### config.mk
export PLATFORM = sky130hd
export DESIGN_NAME = udp_receive_checksum_port_filter
export DESIGN_NICKNAME = d
export VERILOG_FILES = /design/src/udprx_pkg.sv /design/src/udp_receive_checksum_port_filter.sv
export SDC_FILE = /design/constraint.sdc
export NUM_CORES = 1
export LEC_CHECK = 0
export BUFFER_PORTS_ARGS = -buffer_cell sky130_fd_sc_hd__buf_2
export CAP_MARGIN = 20
export CELL_PAD_IN_SITES_DETAIL_PLACEMENT = 1
export CELL_PAD_IN_SITES_GLOBAL_PLACEMENT = 1
export CORE_ASPECT_RATIO = 0.7
export CORE_MARGIN = 2
export CORE_UTILIZATION = 51
export CTS_BUF_LIST = sky130_fd_sc_hd__clkbuf_4
export DETAILED_ROUTE_END_ITERATION = 16
export PLACE_DENSITY = 0.94
export SLEW_MARGIN = 15
export SYNTH_ARGS = -nofsm -noshare
export SYNTH_HDL_FRONTEND = slang
export SYNTH_SLANG_ARGS = --single-unit
### constraint.sdc
create_clock -name clock -period 11.1 [get_ports clock]
set_input_delay 0.555 -clock clock [delete_from_list [all_inputs] [get_ports clock]]
set_output_delay 0.555 -clock clock [all_outputs]
set_load 0.01 [all_outputs]
### src/udprx_pkg.sv
// udprx_pkg: shared types and constants for the udp receive checksum and port filter
// no dependencies; imported by udp_receive_checksum_port_filter

package udprx_pkg;

   localparam int PORT_SLOTS    = 6;
   localparam int MAX_SLOT_REGS = 6;
   localparam int SLOT_W        = 3;
   localparam int CSR_INDEX_W   = 3;
   localparam int CSR_DATA_W    = 32;
   localparam int MIN_SEG_BYTES = 8;

   localparam logic [15:0] UDP_PROTO = 16'd17;

   typedef enum logic [CSR_INDEX_W-1:0] {
      REG_LOCAL_IP    = 3'd0,
      REG_OPEN_MASK   = 3'd1,
      REG_PORT_SLOT_0 = 3'd2
   } csr_reg_type;

   typedef enum logic [1:0] {
      VERDICT_DELIVER   = 2'd0,
      VERDICT_BAD_CSUM  = 2'd1,
      VERDICT_NO_PORT   = 2'd2,
      VERDICT_TOO_SHORT = 2'd3
   } verdict_type;

   typedef struct packed {
      logic [7:0]  seg_byte;
      logic        seg_last;
      logic [31:0] peer_ip;
   } req_item_type;

   typedef struct packed {
      verdict_type       verdict;
      logic [15:0]       dest_port;
      logic [15:0]       source_port;
      logic [SLOT_W-1:0] slot_hit;
      logic [15:0]       payload_bytes;
   } rsp_item_type;

endpackage

### src/udp_receive_checksum_port_filter.sv
// udp_receive_checksum_port_filter: byte-wide udp receive checksum and port filter
// depends on udprx_pkg for item types, register indexes and verdict codes

// Takes one segment byte per clock for any segment length; only a last byte can stall.
// Each byte passes an input register, then a segment stage that folds it into the
// 16-bit ones'-complement sum with one end-around-carry add; the last byte moves the
// segment totals into a finish register, where the pseudo-header is added and the
// port slots are compared, and the verdict is then registered in the result register.
// Bytes that are not last give no result. The input side keeps taking bytes while a
// verdict waits on rsp_ready; a last byte waits only while the finish and result
// registers are both full. Configuration writes are always taken (csr_ready
// is tied high) and must be made only while no segment is in flight.

module udp_receive_checksum_port_filter (
   input  logic                                clock,
   input  logic                                reset,
   input  logic                                req_valid,
   output logic                                req_ready,
   input  udprx_pkg::req_item_type             req_item,
   output logic                                rsp_valid,
   input  logic                                rsp_ready,
   output udprx_pkg::rsp_item_type             rsp_item,
   input  logic                                csr_valid,
   output logic                                csr_ready,
   input  logic [udprx_pkg::CSR_INDEX_W-1:0]   csr_index,
   input  logic [udprx_pkg::CSR_DATA_W-1:0]    csr_data
);

   import udprx_pkg::*;

   // configuration
   logic [31:0]              local_ip_ff;
   logic [MAX_SLOT_REGS-1:0] open_mask_ff;
   logic [15:0]              port_slot_ff [MAX_SLOT_REGS];

   // input register
   logic         a_valid_ff;
   req_item_type a_item_ff;

   // segment state
   logic [15:0] byte_count_ff,  byte_count_in;
   logic [15:0] running_sum_ff, running_sum_in;
   logic [7:0]  high_hold_ff,   high_hold_in;
   logic [15:0] rx_csum_ff,     rx_csum_in;
   logic [15:0] dst_port_ff,    dst_port_in;
   logic [15:0] src_port_ff,    src_port_in;
   logic [31:0] peer_ip_ff,     peer_ip_in;
   logic        seg_long_ff,    seg_long_in;

   // finish register
   logic        b_valid_ff;
   logic [15:0] b_sum_ff, b_sum_in;
   logic [31:0] b_peer_ff, b_peer_in;
   logic [15:0] b_len_ff, b_len_in;
   logic        b_long_ff, b_long_in;
   logic [15:0] b_csum_ff, b_csum_in;
   logic [15:0] b_dport_ff, b_dport_in;
   logic [15:0] b_sport_ff, b_sport_in;

   // result register
   logic         c_valid_ff;
   rsp_item_type c_item_ff, c_item_in;

   logic a_go, a_last, b_ready, b_load, c_ready, b_go;

   function automatic logic [15:0] oc_add(input logic [15:0] a, input logic [15:0] b);
      logic [16:0] s;
      s = {1'b0, a} + {1'b0, b};
      return s[15:0] + {15'd0, s[16]};
   endfunction

   // handshakes
   assign c_ready   = !c_valid_ff || rsp_ready;
   assign b_ready   = !b_valid_ff || c_ready;
   assign b_go      = b_valid_ff && c_ready;
   assign a_last    = a_item_ff.seg_last;
   assign a_go      = a_valid_ff && (!a_last || b_ready);
   assign b_load    = a_go && a_last;
   assign req_ready = !a_valid_ff || a_go;
   assign csr_ready = 1'b1;
   assign rsp_valid = c_valid_ff;
   assign rsp_item  = c_item_ff;

   // segment stage
   always_comb begin
      logic [15:0] pos;
      logic        even;
      logic        cap;
      logic [7:0]  word;
      logic [15:0] sum_fin;
      logic [15:0] count_inc;
      logic [15:0] src_sel, dst_sel, csum_sel;
      logic [31:0] peer_sel;
      logic        long_sel;

      pos       = byte_count_ff;
      even      = !pos[0];
      cap       = !seg_long_ff;
      word      = (cap && (pos == 16'd6 || pos == 16'd7)) ? 8'd0 : a_item_ff.seg_byte;
      sum_fin   = oc_add(running_sum_ff,
                         even ? {word, 8'h00} : {high_hold_ff, word});
      count_inc = pos + 16'd1;
      long_sel  = seg_long_ff || (count_inc == 16'd0);
      peer_sel  = (cap && pos == 16'd0) ? a_item_ff.peer_ip : peer_ip_ff;
      src_sel   = src_port_ff;
      dst_sel   = dst_port_ff;
      csum_sel  = rx_csum_ff;
      if (cap) begin
         case (pos)
            16'd0:   src_sel  = {a_item_ff.seg_byte, src_port_ff[7:0]};
            16'd1:   src_sel  = {src_port_ff[15:8], a_item_ff.seg_byte};
            16'd2:   dst_sel  = {a_item_ff.seg_byte, dst_port_ff[7:0]};
            16'd3:   dst_sel  = {dst_port_ff[15:8], a_item_ff.seg_byte};
            16'd6:   csum_sel = {a_item_ff.seg_byte, rx_csum_ff[7:0]};
            16'd7:   csum_sel = {rx_csum_ff[15:8], a_item_ff.seg_byte};
            default: ;
         endcase
      end

      byte_count_in  = byte_count_ff;
      running_sum_in = running_sum_ff;
      high_hold_in   = high_hold_ff;
      rx_csum_in     = rx_csum_ff;
      dst_port_in    = dst_port_ff;
      src_port_in    = src_port_ff;
      peer_ip_in     = peer_ip_ff;
      seg_long_in    = seg_long_ff;

      if (a_go) begin
         peer_ip_in = peer_sel;
         if (a_last) begin
            byte_count_in  = 16'd0;
            running_sum_in = 16'd0;
            high_hold_in   = 8'd0;
            rx_csum_in     = 16'd0;
            dst_port_in    = 16'd0;
            src_port_in    = 16'd0;
            seg_long_in    = 1'b0;
         end else begin
            byte_count_in  = count_inc;
            running_sum_in = even ? running_sum_ff : sum_fin;
            high_hold_in   = even ? word : 8'd0;
            rx_csum_in     = csum_sel;
            dst_port_in    = dst_sel;
            src_port_in    = src_sel;
            seg_long_in    = long_sel;
         end
      end

      b_sum_in   = sum_fin;
      b_peer_in  = peer_sel;
      b_len_in   = count_inc;
      b_long_in  = long_sel;
      b_csum_in  = csum_sel;
      b_dport_in = dst_sel;
      b_sport_in = src_sel;
   end

   // finish stage: pseudo-header and port lookup
   always_comb begin
      logic [18:0]       total;
      logic [16:0]       fold1;
      logic [15:0]       final_sum;
      logic              hit;
      logic [SLOT_W-1:0] slot;

      total = 19'(b_sum_ff) + 19'(b_peer_ff[31:16]) + 19'(b_peer_ff[15:0])
            + 19'(local_ip_ff[31:16]) + 19'(local_ip_ff[15:0])
            + 19'(UDP_PROTO) + 19'(b_len_ff);
      fold1     = {1'b0, total[15:0]} + 17'(total[18:16]);
      final_sum = fold1[15:0] + {15'd0, fold1[16]};

      hit  = 1'b0;
      slot = '0;
      for (int i = PORT_SLOTS - 1; i >= 0; i--) begin
         if (open_mask_ff[i] && port_slot_ff[i] == b_dport_ff) begin
            hit  = 1'b1;
            slot = SLOT_W'(i);
         end
      end

      c_item_in.verdict       = VERDICT_DELIVER;
      c_item_in.dest_port     = b_dport_ff;
      c_item_in.source_port   = b_sport_ff;
      c_item_in.slot_hit      = '0;
      c_item_in.payload_bytes = 16'd0;
      if (!b_long_ff && b_len_ff < 16'(MIN_SEG_BYTES)) begin
         c_item_in.verdict     = VERDICT_TOO_SHORT;
         c_item_in.dest_port   = 16'd0;
         c_item_in.source_port = 16'd0;
      end else if (b_csum_ff != ~final_sum) begin
         c_item_in.verdict = VERDICT_BAD_CSUM;
      end else if (!hit) begin
         c_item_in.verdict = VERDICT_NO_PORT;
      end else begin
         c_item_in.slot_hit      = slot;
         c_item_in.payload_bytes = b_len_ff - 16'(MIN_SEG_BYTES);
      end
   end

   // control, segment state and configuration
   always_ff @(posedge clock) begin
      if (reset) begin
         a_valid_ff     <= 1'b0;
         b_valid_ff     <= 1'b0;
         c_valid_ff     <= 1'b0;
         byte_count_ff  <= 16'd0;
         running_sum_ff <= 16'd0;
         high_hold_ff   <= 8'd0;
         rx_csum_ff     <= 16'd0;
         dst_port_ff    <= 16'd0;
         src_port_ff    <= 16'd0;
         peer_ip_ff     <= 32'd0;
         seg_long_ff    <= 1'b0;
         local_ip_ff    <= 32'd0;
         open_mask_ff   <= '0;
         for (int i = 0; i < MAX_SLOT_REGS; i++) begin
            port_slot_ff[i] <= 16'd0;
         end
      end else begin
         if (req_ready) begin
            a_valid_ff <= req_valid;
         end
         if (b_ready) begin
            b_valid_ff <= b_load;
         end
         if (c_ready) begin
            c_valid_ff <= b_go;
         end
         byte_count_ff  <= byte_count_in;
         running_sum_ff <= running_sum_in;
         high_hold_ff   <= high_hold_in;
         rx_csum_ff     <= rx_csum_in;
         dst_port_ff    <= dst_port_in;
         src_port_ff    <= src_port_in;
         peer_ip_ff     <= peer_ip_in;
         seg_long_ff    <= seg_long_in;
         if (csr_valid) begin
            case (csr_index)
               REG_LOCAL_IP:  local_ip_ff  <= csr_data;
               REG_OPEN_MASK: open_mask_ff <= csr_data[MAX_SLOT_REGS-1:0];
               default: begin
                  port_slot_ff[SLOT_W'(csr_index - REG_PORT_SLOT_0)] <= csr_data[15:0];
               end
            endcase
         end
      end
   end

   // payload registers
   always_ff @(posedge clock) begin
      if (req_valid && req_ready) begin
         a_item_ff <= req_item;
      end
      if (b_load) begin
         b_sum_ff   <= b_sum_in;
         b_peer_ff  <= b_peer_in;
         b_len_ff   <= b_len_in;
         b_long_ff  <= b_long_in;
         b_csum_ff  <= b_csum_in;
         b_dport_ff <= b_dport_in;
         b_sport_ff <= b_sport_in;
      end
      if (b_go) begin
         c_item_ff <= c_item_in;
      end
   end

   // checks
   a_new_result_from_finish: assert property (@(posedge clock) disable iff (reset)
      !c_valid_ff ##1 c_valid_ff |-> $past(b_valid_ff))
      else $error("result appeared without a finished segment");

   a_segment_cleared: assert property (@(posedge clock) disable iff (reset)
      b_load |=> (byte_count_ff == 16'd0 && !seg_long_ff && running_sum_ff == 16'd0))
      else $error("segment state not cleared after last item");

   a_short_no_ports: assert property (@(posedge clock) disable iff (reset)
      c_valid_ff && c_item_ff.verdict == VERDICT_TOO_SHORT |->
         (c_item_ff.dest_port == 16'd0 && c_item_ff.source_port == 16'd0))
      else $error("too short verdict carries ports");

   a_drop_no_payload: assert property (@(posedge clock) disable iff (reset)
      c_valid_ff && c_item_ff.verdict != VERDICT_DELIVER |->
         (c_item_ff.slot_hit == '0 && c_item_ff.payload_bytes == 16'd0))
      else $error("dropped item carries slot or payload length");

endmodule

==> metrics.md <==
| Metric | Value |
|---|---|
| Total GRT Usage | `0.3923` |
| Setup TNS | `0 ns` |
| Yosys Warn Count | `0` |
| Die width | `about 260 um` |
| Nets | `~2600` |
| Psw | `between 1500 and 2000 uW` |
| Total power | `4826 uW` |
| Synthesized instance count | `between 2000 and 2500` |
| Footprint of the multi-input gates | `between 10000 and 15000 um^2` |
| Yosys reg bits | `about 470` |
| Hold-critical path depth | `2` |
| Max FO, Critical Path | `21` |
| Classification of the worst setup path | `register to register` |
| Post-DP HPWL | `54890 um` |
| Routed wire length | `between 90000 and 100000 um` |
| Worst vdd ir | `0.1039 mV` |
| Pint | `around 3100 uW` |
| Die height | `about 180 um` |
| CP top delay family | `adder cells` |
| Top FF cell, synth | `edfxtp_1` |
| Slew Viols, Final | `0` |
| Total grt overflow | `0` |
| Worst-skew pair later-pin latency | `1.00 ns` |
| Number of port buffers | `between 100 and 150` |
| LEAKAGE | `0.01062 uW` |
| Area grow syn2layout | `14.39%` |
| Post-synth top area cell | `edfxtp_1` |
| Min-delay worst type | `primary input to register` |
| First-pass GRT wire length | `about 140000 um` |
| Worst-case clock skew | `0.1174 ns` |
| Post-synth EDFFs | `between 300 and 400` |
| WP data arrival | `10.77 ns` |
| FP Rows | `65` |
| Drt wl/cell | `~30 um` |
| CP endpoint kind | `register` |
| Layout fillers | `4855` |
| Tightest Pin Transition | `1.135 ns` |
| Largest cells by area after synthesis | `edfxtp_1, dfxtp_1, fa_1` |
| Clk buf depth | `3` |
| Critical Path Max Stage Delay | `between 0.8 and 0.9 ns` |
| Clock share of power | `0.324` |
| Ys async rst share | `0` |
| Most common cell in the netlist | `edfxtp_1` |
| Netlist cell types | `86` |
| Core area | `45380 um^2` |
| Routed Antenna Nets | `0` |
| Fin crit period | `10.17 ns` |
| R2R cell count | `33` |
| Worst Path Required | `11.70 ns` |
| Root Buffer | `clkbuf_4` |
| CTS buffer count | `around 110` |
| Register area share after synthesis | `0.5231` |
| # H-tree levels | `3` |
| RSZ-0062 raised after global routing | `false` |
| Iter 0 DRT Violations | `between 3000 and 4000` |
| Share of cells above drive strength 1 | `0.1611` |
| Final routed DRC violation total | `0` |
| Antenna violations before repair | `9` |
| Rel. slew slack | `0.2351` |
| Most frequent cells after synthesis | `edfxtp_1, nor2_1, inv_1, dfxtp_1, nand2_1` |
| Slowest cell on crit path | `a31oi_2` |
| Vias/cell | `between 6 and 7` |
| Post-synthesis net count | `about 2400` |
| Initial Util | `0.5199` |
| Vias | `between 20000 and 25000` |
| Gate power share | `0.268` |
| Largest net degree at the start of global routing | `72` |
| Sw frac | `0.3669` |
| Post_cts resized | `0` |
| Clock transition at path regs | `around 0.10 ns` |
| Synth Cell Area | `roughly 24000 um^2` |
| Number of global-route vias before repair | `20980` |
| CTS tree | `built` |
| Final setup fails | `0` |
| IO Pins | `~140` |
| Storage element area | `12340 um^2` |
| Final hold vios | `0` |
| Critical Path Source Type | `register` |
| Critical path depth | `33` |
| Fmax | `between 90 and 100 MHz` |
| Mean Syn Cell Area | `10.82 um^2` |
| Max_cap viols | `0` |
| Share of the synthesized area in the top cell type | `0.3857` |
| Tcrit/Tclk final | `0.9161` |
| Die area | `48020 um^2` |
| CP Buf/Inv Count | `3` |
| Outcome | `finished clean` |
| Clock Sinks | `~470` |
| Placer congestion estimate | `between 0.9 and 1` |
| Pwr dens | `178.8 nW/um^2` |
| Share of total power in sequential cells | `0.408` |
| Pre-antenna DRT Iters | `6` |
## cell usage in the layout (no fill, tap or decap), types with 71 or more instances in the layout
master	count
a22oi_1	77
nand2_1	155
nor2_1	281
dfxtp_1	162
dlygate4sd3_1	73
clkbuf_4	155
inv_1	191
xnor2_1	128
buf_2	135
edfxtp_1	303
a21oi_1	71
## layout make-up
class                   count  share of cell area
flip-flops and latches    465              0.4573
multi-input cells        1416              0.3766
repair buffers            227             0.05753
clock buffers             155             0.04312
well taps                 603             0.02796
inverters                 192             0.02680
clock inverters            52            0.009968
diodes                      8           0.0007418
## cells by family after synthesis
group | Yosys count | share of synthesized area
AND/OR/NAND/NOR | 733 | 0.1485
flip-flops | 465 | 0.5231
AO/OA/AOI/OAI | 328 | 0.09965
buffers and inverters | 300 | 0.04874
XOR/XNOR | 186 | 0.07292
adder cells (fa/ha/maj) | 128 | 0.08825
multiplexers | 40 | 0.01867
other | 1 | 0.0001589
## registers in the layout, indices dropped and copies added, names as in the netlist, 32 cells and up
| name | count |
|---|---|
| port_slot_ff | 96 |
| rsp_item | 53 |
| a_item_ff | 40 |
| peer_ip_ff | 32 |
| b_peer_ff | 32 |
| local_ip_ff | 32 |
## worst register-to-register path, delay by kind of cell, from the launching register on
family | cells | cell delay (ns)
AO/OA/AOI/OAI | 7 | 2.31
XOR/XNOR | 1 | 0.19
adder cells (fa/ha/maj) | 8 | 3.41
buffers and inverters | 3 | 0.36
flip-flops | 1 | 0.38
AND/OR/NAND/NOR | 14 | 3.18
## per-layer routing
metal | vias to the layer above | GRT usage | part of all wire
met2 | 1691 | 0.6037 | 0.45
met1 | 9854 | 0.4892 | 0.36
met3 | 468 | 0.1126 | 0.12
met5 | - | 0 | 0.00024
li1 | 8144 | - | -
met4 | 4 | 0.2443 | 0.073
## path summary, 6_finish.rpt
kind	end	from	slack [ns]
setup reg to reg	rsp_item[52]	local_ip_ff[11]	0.93
setup / recovery	rsp_item[52]	local_ip_ff[11]	0.93
hold / removal	local_ip_ff[15]	reset	0.04
hold reg to reg	local_ip_ff[6]	local_ip_ff[6]	0.46
## power by group through the flow
stage               Sequential (uW)  Combinational (uW)  Clock [uW]
detailed placement             2000                1180           0
floorplan                      1970                 861           0
finish                         1970                1290        1560
global placement               1990                1140           0
global route                   1970                1380        1620
CTS                            1960                1230        1490
## what timing repair did
action	4_1_cts	5_1_grt
hold buffers	72	1
endpoints found under the hold margin	76	1
setup buffers	0	0
## metrics by stage
stage	util	cell area [um^2]	hold slack (ns)	worst slack (ns)	std cells
after global routing	0.5945	26980	0.01140	0.3729	3115
final	0.5947	26990	0.03636	0.9308	3118
after global placement	0.5462	24790	0.4464	1.725	2828
after floorplan	-	23590	0.4363	2.588	2181
after detailed placement	0.5466	24810	0.4477	1.461	2830
after CTS	0.5940	26960	0.001774	1.356	3109
Note: power is estimated with default switching activity, not from simulation.
